### src/hw/rtl/rps_pkg.sv
`default_nettype none
package rps_pkg;

  // Fixed field widths of the coefficient and result channels.
  localparam int SAMPLE_BITS = 16;
  localparam int DIFF_W      = SAMPLE_BITS + 1;
  localparam int POWER_W     = 2 * DIFF_W;
  localparam int SUM_W       = 64;
  localparam int COUNT_W     = 40;
  localparam int MEAN_W      = 34;
  localparam int READ_BIN_W  = 7;
  localparam int BIN_W       = 8;
  localparam int OPCODE_W    = 2;
  localparam int CFG_INDEX_W = 2;
  localparam int CFG_DATA_W  = 9;
  localparam int QUEUE_DEPTH = 4;
  localparam int QUEUE_PTR_W = 2;

  // Register indexes of the configuration port.
  localparam logic [CFG_INDEX_W-1:0] REG_BIN_COUNT = 2'd0;
  localparam logic [CFG_INDEX_W-1:0] REG_ROW_COUNT = 2'd1;
  localparam logic [CFG_INDEX_W-1:0] REG_SUBTRACT  = 2'd2;

  // Register values after reset.
  localparam logic [7:0] BIN_COUNT_RESET = 8'd65;
  localparam logic [8:0] ROW_COUNT_RESET = 9'd128;

  typedef enum logic [OPCODE_W-1:0] {
    OP_ACC   = 2'd0,
    OP_READ  = 2'd1,
    OP_CLEAR = 2'd2
  } op_t;

  // One job handed from the front end to the bin store.
  typedef struct packed {
    op_t                op;
    logic               in_range;
    logic [BIN_W-1:0]   bin;
    logic [POWER_W-1:0] power;
  } job_t;

endpackage
`default_nettype wire

### src/hw/rtl/rps_queue.sv
`default_nettype none
module rps_queue (
  input  wire logic           clk,
  input  wire logic           rst,
  input  wire logic           push,
  input  wire rps_pkg::job_t  push_job,
  output logic                full,
  output logic                pop_valid,
  output rps_pkg::job_t       pop_job,
  input  wire logic           pop
);

  rps_pkg::job_t                  slots [rps_pkg::QUEUE_DEPTH];
  logic [rps_pkg::QUEUE_PTR_W-1:0] wr_ptr;
  logic [rps_pkg::QUEUE_PTR_W-1:0] rd_ptr;
  logic [rps_pkg::QUEUE_PTR_W:0]   fill;

  assign full      = (int'(fill) == rps_pkg::QUEUE_DEPTH);
  assign pop_valid = (fill != '0);
  assign pop_job   = slots[rd_ptr];

  // Storage slots.
  always_ff @(posedge clk) begin
    if (push) begin
      slots[wr_ptr] <= push_job;
    end
  end

  // Pointers and fill level.
  always_ff @(posedge clk) begin
    if (rst) begin
      wr_ptr <= '0;
      rd_ptr <= '0;
      fill   <= '0;
    end else begin
      if (push) begin
        wr_ptr <= wr_ptr + 1'b1;
      end
      if (pop) begin
        rd_ptr <= rd_ptr + 1'b1;
      end
      if (push && !pop) begin
        fill <= fill + 1'b1;
      end else if (pop && !push) begin
        fill <= fill - 1'b1;
      end
    end
  end

endmodule
`default_nettype wire

### config.mk
export PLATFORM = sky130hd
export DESIGN_NAME = rps_queue
export DESIGN_NICKNAME = d
export VERILOG_FILES = /design/src/hw/rtl/rps_pkg.sv /design/src/hw/rtl/rps_queue.sv
export SDC_FILE = /design/constraint.sdc
export NUM_CORES = 1
export LEC_CHECK = 0
export BUFFER_PORTS_ARGS = -buffer_cell sky130_fd_sc_hd__buf_2
export CAP_MARGIN = 20
export CORE_MARGIN = 4
export CORE_UTILIZATION = 61
export CTS_CLUSTER_DIAMETER = 100
export CTS_CLUSTER_SIZE = 28
export DETAILED_ROUTE_END_ITERATION = 10
export PLACE_DENSITY = 0.84
export SYNTH_ARGS = -nofsm -noshare
export SYNTH_HDL_FRONTEND = slang
export SYNTH_SLANG_ARGS = --single-unit
### constraint.sdc
create_clock -name clk -period 6.3 [get_ports clk]
set_input_delay 0.63 -clock clk [delete_from_list [all_inputs] [get_ports clk]]
set_output_delay 0.63 -clock clk [all_outputs]
set_load 0.05 [all_outputs]
==> run metrics <==
ys async rst share=0%; Die H=115 microns; detailed-route wire length=12.1 mm; Area Overhead vs Synth=16.1%; Initial Utilization=63.3%; vias in the first global route=3,366; H-tree levels=4; largest net degree at the start of global routing=46; area of the mapped netlist=6980 sq um; clk_skew=7.75 ps; Clock Path Buffers=2; worst slack at placement=3750 ps; Crit path largest cell delay=940 ps; critical path launch point type=flip-flop; CP Class=reg2out; Placed Cells=508; fillers=631; Rows=38; latest clock arrival within the worst-skew pair=410 ps; core area=11,000 sq um; worst hold slack=430 ps; final critical-path share of the clock period=46.1%; Crit path buffers/inverters=1; Hold-fix buffers, CTS=0; leakage=2.78 nW; setup violators final=0; Vias/cell=5.82; highest-delay cell along the critical path=dfxtp_4; Max Transition Viols Final=0; DR iter-0 viols=266; gr ovfl total=0; unique cell type count in the Yosys netlist=22; min Tclk post-route=2910 ps; syn avg cell area=25.0 sq um; syn_nets=334; post-cts gate resize count=0; Die Width=115 microns; Ys Warns=0; Final Hold Vio Count=0; outcome=finished, final reports clean; wire length per cell=22.4 microns; first-pass GRT wire length=18.7 mm; n_diodes=0; fmax=0.344 GHz; CP max FO=45; clock root cell=clkbuf_16; CTS tree=yes; Initial DRT Pass Iterations=4; Syn Inst Count=279; layout cells sized above 1=43.5%; design area=8110 sq um; Die Area=13,200 sq um; commonest non-fill, non-tap cell in the layout=edfxtp_1; RePlAce Congestion=0.670; IO Pins=96; CTS sink cnt=189; DRC viols=0; PnR worst setup slack=3390 ps; hold crit path type=in2reg; most frequent cells in the layout=180 x edfxtp_1, 95 x buf_2, 40 x mux4_2, 17 x clkbuf_16; Max VDD drop=0.194 mV; EDFF count, synth=180; Worst-path clk slew=60 ps; setup bufs post-CTS=0; dpl cell area=7570 sq um; Cell Chain, Critical Path=mux4_1, buf_2; Max-slew headroom=41.2%; post-synthesis register bit count=189; Post-DP HPWL=7.34 mm; RSZ-0062 raised after global routing=false; initial antenna violation count=1; CP endpoint kind=output port; Nets=442; via count=3,145; CTS Buf Count=17; PD cells=348 nW/um^2; Top delay family on crit path=flip-flops; CP Data Arrival Time=2280 ps; final setup TNS=0 ps; sequential element share of the synthesized area=80.0%; Routed Antenna Nets=0; I/O Buffers=95; Finished Layout Cells=540; GRT Total Usage=19.6%; max cap viols=0; Data required, critical path=5670 ps; Slew @ Worst Pin=882 ps; ys flop type=edfxtp_1
## per-layer routing
metal / wire length, microns / global-route usage (%) / share of wire (%)
met5: 11 / 0 / 0.091
met4: 34 / 5.24 / 0.28
met3: 745 / 5.53 / 6.2
met2: 6340 / 32.4 / 52
met1: 4950 / 26.4 / 41
## cells in the mapped netlist (3+ instances only)
library cell / n / area [sq um]
xor2_1: 3 / 26.3
buf_12: 4 / 80.1
inv_1: 4 / 15.0
nor2_1: 7 / 26.3
and2_1: 4 / 25.0
dfxtp_1: 9 / 180
ha_1: 5 / 62.6
mux4_1: 5 / 131
edfxtp_1: 180 / 5410
buf_2: 4 / 20.0
mux4_2: 40 / 901
## through the flow
stage,util (%),power (mW)
after floorplan,-,1.80
after global placement,68.5,1.89
after detailed placement,68.7,1.90
after CTS,73.5,2.84
after global routing,73.5,2.92
final,73.5,2.82
## logic make-up (layout without fill, tap and decap cells)
kind of cell / after synthesis / in the layout / synth area share, %
flops: 189 / 189 / 80.0
fa+ha+maj: 6 / 6 / 1.18
xor+xnor: 5 / 5 / 0.627
simple gates: 15 / 15 / 1.07
compound gates: 2 / 2 / 0.143
buf+inv: 15 / 136 / 1.93
mux: 47 / 47 / 15.1
## flip-flops by register name (all words and copies together), names as in the netlist, named ones only
register / cells
wr_ptr: 2
fill: 3
slots: 180
rd_ptr: 2
## power by group
group          internal, mW  total, mW  switching, mW
clock                 0.525      0.948          0.423
combinational         0.122      0.389          0.267
sequential             1.44       1.48         0.0387
## worst paths after layout
kind / from / endpoint / slack (ps) / depth (start not counted)
setup / recovery: flip-flop / pop_job[31] / 3390 / 2
setup reg to reg: wr_ptr[0] / slots[3][41] / 4410 / 3
hold reg to reg: fill[2] / fill[2] / 530 / 2
hold / removal: push_job[9] / slots[3][9] / 430 / 1
## worst reg2reg max path: cells and delay by family, from the launching register on
kind | cells | cell delay [ps]
flops | 1 | 390
buf+inv | 1 | 420
fa+ha+maj | 1 | 160
simple gates | 1 | 600
## area by class of cell
| class | count | area [sq um] | area share, % |
|---|---|---|---|
| sequential | 189 | 5590 | 69.0 |
| multi-input combinational | 75 | 1270 | 15.7 |
| inverter | 4 | 15.0 | 0.185 |
| tap | 140 | 175 | 2.16 |
| clock inverter | 10 | 67.6 | 0.833 |
| clock buffer | 22 | 464 | 5.73 |
| timing repair buffer | 100 | 526 | 6.48 |
No activity file was read; power rests on OpenSTA's default activity.
