**src/hw/rtl/rps_pkg.sv**
```systemverilog
`default_nettype none
package rps_pkg;

  // Fixed field widths of the coefficient and result channels.
  localparam int SAMPLE_BITS = 16;
  localparam int DIFF_W      = SAMPLE_BITS + 1;
  localparam int POWER_W     = 2 * DIFF_W;
  localparam int SUM_W       = 64;
  localparam int COUNT_W     = 40;
  localparam int MEAN_W      = 34;
  localparam int READ_BIN_W  = 7;
  localparam int BIN_W       = 8;
  localparam int OPCODE_W    = 2;
  localparam int CFG_INDEX_W = 2;
  localparam int CFG_DATA_W  = 9;
  localparam int QUEUE_DEPTH = 4;
  localparam int QUEUE_PTR_W = 2;

  // Register indexes of the configuration port.
  localparam logic [CFG_INDEX_W-1:0] REG_BIN_COUNT = 2'd0;
  localparam logic [CFG_INDEX_W-1:0] REG_ROW_COUNT = 2'd1;
  localparam logic [CFG_INDEX_W-1:0] REG_SUBTRACT  = 2'd2;

  // Register values after reset.
  localparam logic [7:0] BIN_COUNT_RESET = 8'd65;
  localparam logic [8:0] ROW_COUNT_RESET = 9'd128;

  typedef enum logic [OPCODE_W-1:0] {
    OP_ACC   = 2'd0,
    OP_READ  = 2'd1,
    OP_CLEAR = 2'd2
  } op_t;

  // One job handed from the front end to the bin store.
  typedef struct packed {
    op_t                op;
    logic               in_range;
    logic [BIN_W-1:0]   bin;
    logic [POWER_W-1:0] power;
  } job_t;

endpackage
`default_nettype wire

```
**src/hw/rtl/rps_ifs.sv**
```systemverilog
`default_nettype none
interface rps_in_if;
  logic                                     valid;
  logic                                     ready;
  logic [rps_pkg::OPCODE_W-1:0]             opcode;
  logic signed [rps_pkg::SAMPLE_BITS-1:0]   coef_re;
  logic signed [rps_pkg::SAMPLE_BITS-1:0]   coef_im;
  logic signed [rps_pkg::SAMPLE_BITS-1:0]   sig_re;
  logic signed [rps_pkg::SAMPLE_BITS-1:0]   sig_im;
  logic [rps_pkg::READ_BIN_W-1:0]           read_bin;
  modport source (output valid, opcode, coef_re, coef_im, sig_re, sig_im, read_bin,
                  input ready);
  modport sink (input valid, opcode, coef_re, coef_im, sig_re, sig_im, read_bin,
                output ready);
endinterface


interface rps_cfg_if;
  logic                              valid;
  logic                              ready;
  logic [rps_pkg::CFG_INDEX_W-1:0]   index;
  logic [rps_pkg::CFG_DATA_W-1:0]    data;
  modport source (output valid, index, data, input ready);
  modport sink (input valid, index, data, output ready);
endinterface
`default_nettype wire

```
**src/hw/rtl/rps_front.sv**
```systemverilog
`default_nettype none
module rps_front #(
  parameter int MAX_BINS = 128,
  parameter int MAX_ROWS = 256
) (
  input  wire logic           clk,
  input  wire logic           rst,
  rps_in_if.sink              req,
  rps_cfg_if.sink             cfg,
  input  wire logic           init_done,
  input  wire logic           q_full,
  output logic                q_push,
  output rps_pkg::job_t       q_job
);

  localparam int XW = $clog2(MAX_BINS);
  localparam int YW = $clog2(MAX_ROWS);
  localparam int WW = $clog2(MAX_BINS + 1);
  localparam int HW = $clog2(MAX_ROWS + 1);
  localparam int CW = (XW > YW) ? XW : YW;
  localparam int DW = 2 * CW + 1;
  localparam int RW = CW + 1;

  typedef struct packed {
    rps_pkg::op_t                   op;
    logic [rps_pkg::POWER_W-1:0]    power;
    logic [rps_pkg::READ_BIN_W-1:0] read_bin;
    logic [WW-1:0]                  w;
  } pay_t;

  logic [7:0] bin_count;
  logic [8:0] row_count;
  logic       subtract_signal;

  logic [XW-1:0] col;
  logic [YW-1:0] row;
  logic [XW-1:0] col_next;
  logic [YW-1:0] row_next;

  logic [WW-1:0] w_eff;
  logic [HW-1:0] h_eff;
  logic [XW-1:0] x_cur;
  logic [YW-1:0] y_cur;
  logic [YW-1:0] y_abs;
  logic          op_known;
  logic          accept;
  logic          en;

  logic signed [rps_pkg::DIFF_W-1:0] re_diff;
  logic signed [rps_pkg::DIFF_W-1:0] im_diff;

  logic                              s1_valid;
  rps_pkg::op_t                      s1_op;
  logic [XW-1:0]                     s1_x;
  logic [YW-1:0]                     s1_y;
  logic signed [rps_pkg::DIFF_W-1:0] s1_re;
  logic signed [rps_pkg::DIFF_W-1:0] s1_im;
  logic [rps_pkg::READ_BIN_W-1:0]    s1_bin;
  logic [WW-1:0]                     s1_w;

  logic                              s2_valid;
  rps_pkg::op_t                      s2_op;
  logic [2*XW-1:0]                   s2_xx;
  logic [2*YW-1:0]                   s2_yy;
  logic [rps_pkg::POWER_W-1:0]       s2_rr;
  logic [rps_pkg::POWER_W-1:0]       s2_ii;
  logic [rps_pkg::READ_BIN_W-1:0]    s2_bin;
  logic [WW-1:0]                     s2_w;

  logic          p_valid [RW+1];
  logic [DW-1:0] p_rem   [RW+1];
  logic [RW-1:0] p_root  [RW+1];
  pay_t          p_pay   [RW+1];

  logic tail_wants;

  // The whole front pipeline holds while the queue is full.
  assign en       = !q_full;
  assign req.ready = en && init_done;
  assign accept   = req.valid && req.ready;
  assign cfg.ready = 1'b1;
  assign op_known = (req.opcode == rps_pkg::OP_ACC) || (req.opcode == rps_pkg::OP_READ) ||
                    (req.opcode == rps_pkg::OP_CLEAR);

  // Configuration registers.
  always_ff @(posedge clk) begin
    if (rst) begin
      bin_count       <= rps_pkg::BIN_COUNT_RESET;
      row_count       <= rps_pkg::ROW_COUNT_RESET;
      subtract_signal <= 1'b0;
    end else if (cfg.valid && cfg.ready) begin
      unique case (cfg.index)
        rps_pkg::REG_BIN_COUNT: bin_count       <= cfg.data[7:0];
        rps_pkg::REG_ROW_COUNT: row_count       <= cfg.data;
        rps_pkg::REG_SUBTRACT:  subtract_signal <= cfg.data[0];
        default: ;
      endcase
    end
  end

  // Raster size limited to the supported range.
  always_comb begin
    if (bin_count < 8'd2) begin
      w_eff = WW'(2);
    end else if (int'(bin_count) > MAX_BINS) begin
      w_eff = WW'(MAX_BINS);
    end else begin
      w_eff = WW'(bin_count);
    end
    if (row_count < 9'd2) begin
      h_eff = HW'(2);
    end else if (int'(row_count) > MAX_ROWS) begin
      h_eff = HW'(MAX_ROWS);
    end else begin
      h_eff = HW'(row_count);
    end
  end

  // Current position, row folding and the next raster position.
  always_comb begin
    x_cur = (int'(col) < int'(w_eff)) ? col : '0;
    y_cur = (int'(row) < int'(h_eff)) ? row : '0;
    if (int'(y_cur) < int'(w_eff)) begin
      y_abs = y_cur;
    end else begin
      y_abs = YW'(h_eff - HW'(y_cur));
    end
    if (int'(x_cur) + 1 >= int'(w_eff)) begin
      col_next = '0;
      if (int'(y_cur) + 1 >= int'(h_eff)) begin
        row_next = '0;
      end else begin
        row_next = y_cur + 1'b1;
      end
    end else begin
      col_next = x_cur + 1'b1;
      row_next = y_cur;
    end
  end

  // Coefficient, minus the signal in subtract mode.
  always_comb begin
    re_diff = rps_pkg::DIFF_W'(req.coef_re);
    im_diff = rps_pkg::DIFF_W'(req.coef_im);
    if (subtract_signal) begin
      re_diff = re_diff - rps_pkg::DIFF_W'(req.sig_re);
      im_diff = im_diff - rps_pkg::DIFF_W'(req.sig_im);
    end
  end

  // Position tracking on each transfer.
  always_ff @(posedge clk) begin
    if (rst) begin
      col <= '0;
      row <= '0;
    end else if (accept) begin
      if (req.opcode == rps_pkg::OP_ACC) begin
        col <= col_next;
        row <= row_next;
      end else if (req.opcode == rps_pkg::OP_CLEAR) begin
        col <= '0;
        row <= '0;
      end
    end
  end

  // Stage 1: classified item; the unused opcode is dropped here.
  always_ff @(posedge clk) begin
    if (rst) begin
      s1_valid <= 1'b0;
    end else if (en) begin
      s1_valid <= accept && op_known;
    end
    if (en) begin
      s1_op  <= rps_pkg::op_t'(req.opcode);
      s1_x   <= x_cur;
      s1_y   <= y_abs;
      s1_re  <= re_diff;
      s1_im  <= im_diff;
      s1_bin <= req.read_bin;
      s1_w   <= w_eff;
    end
  end

  // Stage 2: squares.
  always_ff @(posedge clk) begin
    if (rst) begin
      s2_valid <= 1'b0;
    end else if (en) begin
      s2_valid <= s1_valid;
    end
    if (en) begin
      s2_op  <= s1_op;
      s2_xx  <= s1_x * s1_x;
      s2_yy  <= s1_y * s1_y;
      s2_rr  <= s1_re * s1_re;
      s2_ii  <= s1_im * s1_im;
      s2_bin <= s1_bin;
      s2_w   <= s1_w;
    end
  end

  // Stage 3: squared radius and power; this is the root pipeline input.
  always_ff @(posedge clk) begin
    if (rst) begin
      p_valid[0] <= 1'b0;
    end else if (en) begin
      p_valid[0] <= s2_valid;
    end
    if (en) begin
      p_rem[0]           <= DW'(s2_xx) + DW'(s2_yy);
      p_root[0]          <= '0;
      p_pay[0].op        <= s2_op;
      p_pay[0].power     <= s2_rr + s2_ii;
      p_pay[0].read_bin  <= s2_bin;
      p_pay[0].w         <= s2_w;
    end
  end

  // Integer square root, one result bit per stage.
  for (genvar i = 0; i < RW; i++) begin : g_root
    localparam int K = RW - 1 - i;
    logic [DW-1:0] trial;
    logic          fits;

    assign trial = (DW'(p_root[i]) << (K + 1)) + (DW'(1) << (2 * K));
    assign fits  = (p_rem[i] >= trial);

    always_ff @(posedge clk) begin
      if (rst) begin
        p_valid[i+1] <= 1'b0;
      end else if (en) begin
        p_valid[i+1] <= p_valid[i];
      end
      if (en) begin
        p_pay[i+1] <= p_pay[i];
        if (fits) begin
          p_rem[i+1]  <= p_rem[i] - trial;
          p_root[i+1] <= p_root[i] | (RW'(1) << K);
        end else begin
          p_rem[i+1]  <= p_rem[i];
          p_root[i+1] <= p_root[i];
        end
      end
    end
  end

  // Tail: skip coefficients beyond the last bin, hand the rest on.
  assign tail_wants = (p_pay[RW].op != rps_pkg::OP_ACC) ||
                      (int'(p_root[RW]) < int'(p_pay[RW].w));
  assign q_push     = en && p_valid[RW] && tail_wants;

  always_comb begin
    q_job.op    = p_pay[RW].op;
    q_job.power = p_pay[RW].power;
    if (p_pay[RW].op == rps_pkg::OP_ACC) begin
      q_job.bin      = rps_pkg::BIN_W'(p_root[RW]);
      q_job.in_range = 1'b1;
    end else begin
      q_job.bin      = rps_pkg::BIN_W'(p_pay[RW].read_bin);
      q_job.in_range = (int'(p_pay[RW].read_bin) < MAX_BINS);
    end
  end

  logic unused_rem;
  assign unused_rem = ^p_rem[RW];

endmodule
`default_nettype wire

```
**src/flat_wrapper.sv**
```systemverilog
// flat-port wrapper written by rule: the top's interface ports become plain ports
module rps_front_flat 
#(
  parameter int MAX_BINS = 128,
  parameter int MAX_ROWS = 256
)
  (clk, rst, init_done, q_full, q_push, q_job, req_valid, req_opcode, req_coef_re, req_coef_im, req_sig_re, req_sig_im, req_read_bin, req_ready, cfg_valid, cfg_index, cfg_data, cfg_ready);
  rps_in_if req_i ();
  rps_cfg_if cfg_i ();
  input  wire logic clk;
  input  wire logic rst;
  input  wire logic init_done;
  input  wire logic q_full;
  output logic q_push;
  output rps_pkg::job_t q_job;
  input wire logic [$bits(req_i.valid)-1:0] req_valid;
  input wire logic [$bits(req_i.opcode)-1:0] req_opcode;
  input wire logic [$bits(req_i.coef_re)-1:0] req_coef_re;
  input wire logic [$bits(req_i.coef_im)-1:0] req_coef_im;
  input wire logic [$bits(req_i.sig_re)-1:0] req_sig_re;
  input wire logic [$bits(req_i.sig_im)-1:0] req_sig_im;
  input wire logic [$bits(req_i.read_bin)-1:0] req_read_bin;
  output wire logic [$bits(req_i.ready)-1:0] req_ready;
  input wire logic [$bits(cfg_i.valid)-1:0] cfg_valid;
  input wire logic [$bits(cfg_i.index)-1:0] cfg_index;
  input wire logic [$bits(cfg_i.data)-1:0] cfg_data;
  output wire logic [$bits(cfg_i.ready)-1:0] cfg_ready;
  assign req_i.valid = req_valid;
  assign req_i.opcode = req_opcode;
  assign req_i.coef_re = req_coef_re;
  assign req_i.coef_im = req_coef_im;
  assign req_i.sig_re = req_sig_re;
  assign req_i.sig_im = req_sig_im;
  assign req_i.read_bin = req_read_bin;
  assign req_ready = req_i.ready;
  assign cfg_i.valid = cfg_valid;
  assign cfg_i.index = cfg_index;
  assign cfg_i.data = cfg_data;
  assign cfg_ready = cfg_i.ready;
  rps_front #(.MAX_BINS(MAX_BINS), .MAX_ROWS(MAX_ROWS)) u_core (.clk(clk), .rst(rst), .req(req_i), .cfg(cfg_i), .init_done(init_done), .q_full(q_full), .q_push(q_push), .q_job(q_job));
endmodule
```
**config.mk**
```make
export PLATFORM = sky130hd
export DESIGN_NAME = rps_front_flat
export DESIGN_NICKNAME = d
export VERILOG_FILES = /design/src/hw/rtl/rps_pkg.sv /design/src/hw/rtl/rps_ifs.sv /design/src/hw/rtl/rps_front.sv /design/src/flat_wrapper.sv
export SDC_FILE = /design/constraint.sdc
export NUM_CORES = 2
export LEC_CHECK = 0
export ABC_AREA = 0
export BUFFER_PORTS_ARGS = -buffer_cell sky130_fd_sc_hd__buf_2
export CORE_MARGIN = 4
export CORE_UTILIZATION = 28
export DETAILED_ROUTE_END_ITERATION = 16
export PLACE_DENSITY = 0.5
export SLEW_MARGIN = 20
export SYNTH_ARGS = -nofsm -noshare
export SYNTH_HDL_FRONTEND = slang
export SYNTH_SLANG_ARGS = --single-unit
```
**constraint.sdc**
```tcl
create_clock -name clk -period 33.1 [get_ports clk]
set_input_delay 1.655 -clock clk [delete_from_list [all_inputs] [get_ports clk]]
set_output_delay 1.655 -clock clk [all_outputs]
set_load 0.02 [all_outputs]
```
==> metrics.md <==
| Metric | Value |
|---|---|
| Status | finished clean |
| Die area | between 200000 and 250000 um^2 |
| Worst path slowest cell | edfxtp_1 |
| Die Height | between 400 and 500 um |
| Setup violators final | 0 |
| Yosys reg bits | 930 |
| Hold path cells | 0 |
| DRC violations left | 0 |
| Ports | 138 |
| Cells on worst reg2reg path | 22 |
| Fmax | approximately 140 MHz |
| Period utilization | 22.05% |
| Initial antenna violation count | 9 |
| Layout net count | 5983 |
| CP Buf/Inv Count | 5 |
| Site row count | 168 |
| Drt pass-1 iters | 5 |
| Worst-path maximum fanout | 18 |
| Clock H-tree levels | 3 |
| Iter 0 DRT Violations | 1765 |
| Critical path depth in cells | 22 |
| Largest delay share family, worst path | adder cells |
| All-Layer GR Usage | between 10 and 15% |
| CTS max path bufs | 3 |
| Post-synth EDFFs | 895 |
| Pin count of the biggest net entering global routing | 175 |
| DPL Wire Length | 93.56 mm |
| Setup Fix Bufs, Post-CTS | 0 |
| Max-slew violations | 0 |
| Resize count post-CTS | 0 |
| Hold path startpoint | u_core.p_pay[8][0]$_DFFE_PN_ |
| Grt ovf | 0 |
| Synth area leader | edfxtp_1 |
| Hold/Removal Path Class | register to register |
| Core Region | 210200 um^2 |
| Cell Chain, Critical Path | nand2_1 -> fa_1 -> inv_1 -> fa_1 -> inv_1 -> fa_1 -> fa_1 -> inv_1 -> fa_1 -> inv_1 -> fa_1 -> inv_1 -> ha_1 -> o21ai_0 -> nand2b_1 -> a21oi_1 -> a31oi_1 -> o311ai_0 -> o21ai_0 -> a31oi_1 -> o21bai_1 -> xor2_1 |
| Clock Skew | 0.02511 ns |
| Tmin final | between 7 and 8 ns |
| Synth top area cells | edfxtp_1, fa_1, ha_1, inv_1, xnor2_1 |
| Routability congestion estimate from global placement | roughly 0.8 |
| Clock Latency Late Sink | 0.69 ns |
| Root Buffer | clkbuf_16 |
| Gate Count Post-Synth | roughly 4800 |
| Number of global-route vias before repair | 35140 |
| Yosys top cell area share | 45.33% |
| First-pass GRT wire length | 192.0 mm |
| Mapped cell area | 59290 um^2 |
| Req. time, crit path | ~34 ns |
| Seq/Total Area, Yosys | 46.51% |
| Reg2reg start | u_core.s1_im[3]$_DFFE_PN_ |
| Crit start category | register |
| Crit path DAT | 7.72 ns |
| Initial Util | 28.21% |
| Reg clk slew, reported paths | 0.06 ns |
| Most frequent CP cell | fa_1 |
| Hold Vio Cnt, Final | 0 |
| Max-Cap Viols | 0 |
| Slowest stage delay, CP | 0.96 ns |
| Worst rel slew slack | 19.09% |
| Setup TNS | 0 ns |
| Routed wire per std cell | about 15 um |
| Vias per Instance | 4.242 |
| Worst-Margin Slew | 1.214 ns |
| Die Width | 468.2 um |
| Layout area overhead | 11.59% |
| Clock Sinks | 930 |
| ANT nets after route | 0 |
| I/O Buffers | roughly 140 |
| Layout cells sized above 1 | 7.240% |
| Setup CP Type | register to register |
| Post-synth cell types | 84 |
| Async SR Flop Fraction | 0% |
| CTS Buf Count | 94 |
| DR vias | around 33000 |
| Syn_area_per_cell | 12.40 um^2 |
| RSZ-0062 raised after global routing | no |
| Synth warn | 0 |
| Worst Setup SP | u_core.s1_im[3]$_DFFE_PN_ |
| Crit path capture type | register |
| WL final | approximately 120 mm |
| Ys flop type | edfxtp_1 |
| CTS tree | done |
| Hold_buf cts | 0 |
-- routing by layer --
metal,share of wire (%),GRT usage (%),routed length (um)
met3,4.0,1.846,4831
met2,46,18.03,55340
met5,0.011,0,13
met1,48,15.31,57000
met4,2.3,2.619,2776
-- Yosys cell counts, drive strengths merged (13+ instances only) --
library cell	number
a21oi	132
buf	44
edfxtp	895
fa	586
inv	973
o21ai	103
or3	17
o21a	52
clkbuf	77
nand2	310
xor2	69
nand4	14
nand3	32
mux2i	17
o31ai	13
nand2b	35
and2	168
mux2	31
o21bai	22
nor2b	55
a21o	67
xnor2	153
nor2	213
nor3	64
and3	20
ha	398
dfxtp	35
a211oi	17
a211o	15
nor4	20
-- worst register-to-register path, cell delays in order, from the launching register on --
cell and delay, ns:
edfxtp_1 0.96, nand2_1 0.27, fa_1 0.57, inv_1 0.06, fa_1 0.40, inv_1 0.08
fa_1 0.41, fa_1 0.55, inv_1 0.05, fa_1 0.47, inv_1 0.05, fa_1 0.48
inv_1 0.04, ha_1 0.35, o21ai_0 0.21, nand2b_1 0.07, a21oi_1 0.15, a31oi_1 0.13
o311ai_0 0.93, o21ai_0 0.33, a31oi_1 0.24, o21bai_1 0.09, xor2_1 0.14
-- worst paths after layout --
| path | slack, ns | endpoint |
|---|---|---|
| worst min register to register | 0.40 | u_core.p_pay[9][0]$_DFFE_PN_ |
| worst max register to register | 25.80 | u_core.s2_ii[31]$_DFFE_PN_ |
| worst max-delay path | 25.80 | u_core.s2_ii[31]$_DFFE_PN_ |
| worst min-delay path | 0.40 | u_core.p_pay[9][0]$_DFFE_PN_ |
-- through the flow --
| step | hold slack, ns | std cells | cell area (um^2) | worst slack (ns) | utilization, % |
|---|---|---|---|---|---|
| after floorplan | 0.4003 | 4783 | 59300 | 14.13 | - |
| after global placement | 0.4003 | 7618 | 63040 | 25.87 | 29.99 |
| after detailed placement | 0.4045 | 7618 | 63040 | 25.85 | 29.99 |
| after CTS | 0.3967 | 7791 | 66160 | 25.83 | 31.48 |
| after global routing | 0.4122 | 7791 | 66160 | 25.35 | 31.48 |
| final | 0.3995 | 7792 | 66160 | 25.80 | 31.48 |
-- logic make-up (layout without fill, tap and decap cells) --
kind of cell             count (synthesis)  after routing  synth area share [%]
AO/OA/AOI/OAI                          520            520                 5.904
XOR/XNOR                               222            222                 3.279
adder cells (fa/ha/maj)                984            984                 28.18
buffers and inverters                 1096           1299                 7.189
flip-flops                             930            930                 46.51
multiplexers                            48             48                0.8757
other                                    1              3              0.006325
AND/OR/NAND/NOR                        981            981                 8.053
-- state kept, by name (all words and copies together) (netlist names), 2 cells and up --
name	cells
u_core.s2_op	2
u_core.s2_yy	15
u_core.s1_w	8
u_core.s1_x	7
u_core.s2_xx	13
u_core.s2_w	8
u_core.s2_bin	7
u_core.s2_ii	33
u_core.p_pay	510
u_core.p_rem	153
u_core.bin_count	8
u_core.s1_y	8
u_core.s1_bin	7
u_core.p_valid	10
u_core.s1_re	17
u_core.p_root	45
u_core.col	7
u_core.s2_rr	33
u_core.row_count	9
u_core.row	8
u_core.s1_im	17
u_core.s1_op	2
-- placed cells by master, fill, tap and decap left out, types with 10 or more instances in the layout --
| cell type | count |
|---|---|
| a211oi_1 | 17 |
| clkbuf_16 | 96 |
| inv_1 | 971 |
| nor2b_1 | 55 |
| ha_1 | 398 |
| xor2_1 | 69 |
| nand2b_1 | 35 |
| o31ai_1 | 12 |
| clkinv_2 | 23 |
| mux2_2 | 31 |
| and2_1 | 167 |
| a211o_1 | 15 |
| xnor2_1 | 153 |
| edfxtp_1 | 895 |
| nor4_1 | 20 |
| clkbuf_1 | 17 |
| nand3_1 | 32 |
| a21o_1 | 66 |
| or3_1 | 17 |
| dfxtp_1 | 34 |
| a22oi_1 | 10 |
| clkinv_1 | 11 |
| buf_4 | 14 |
| o21bai_1 | 22 |
| and3_1 | 20 |
| buf_2 | 135 |
| nor2_1 | 213 |
| nor3_1 | 64 |
| nand2_1 | 309 |
| nand4_1 | 14 |
| o21ai_0 | 97 |
| mux2i_1 | 17 |
| a21oi_1 | 132 |
| o21a_1 | 52 |
| fa_1 | 586 |
| a21boi_0 | 11 |
-- final cells by class --
class / instances / area (um^2)
flip-flops and latches: 930 / 27580
repair buffers: 151 / 820.8
clock inverters: 59 / 641.9
fillers: 21210 / 144000
inverters: 975 / 3667
clock buffers: 114 / 2480
multi-input cells: 2757 / 27470
diodes: 1 / 2.502
well taps: 2805 / 3510
Power is not shown: default switching activity piles up to over one toggle a cycle in this logic, so the estimate is an artifact.
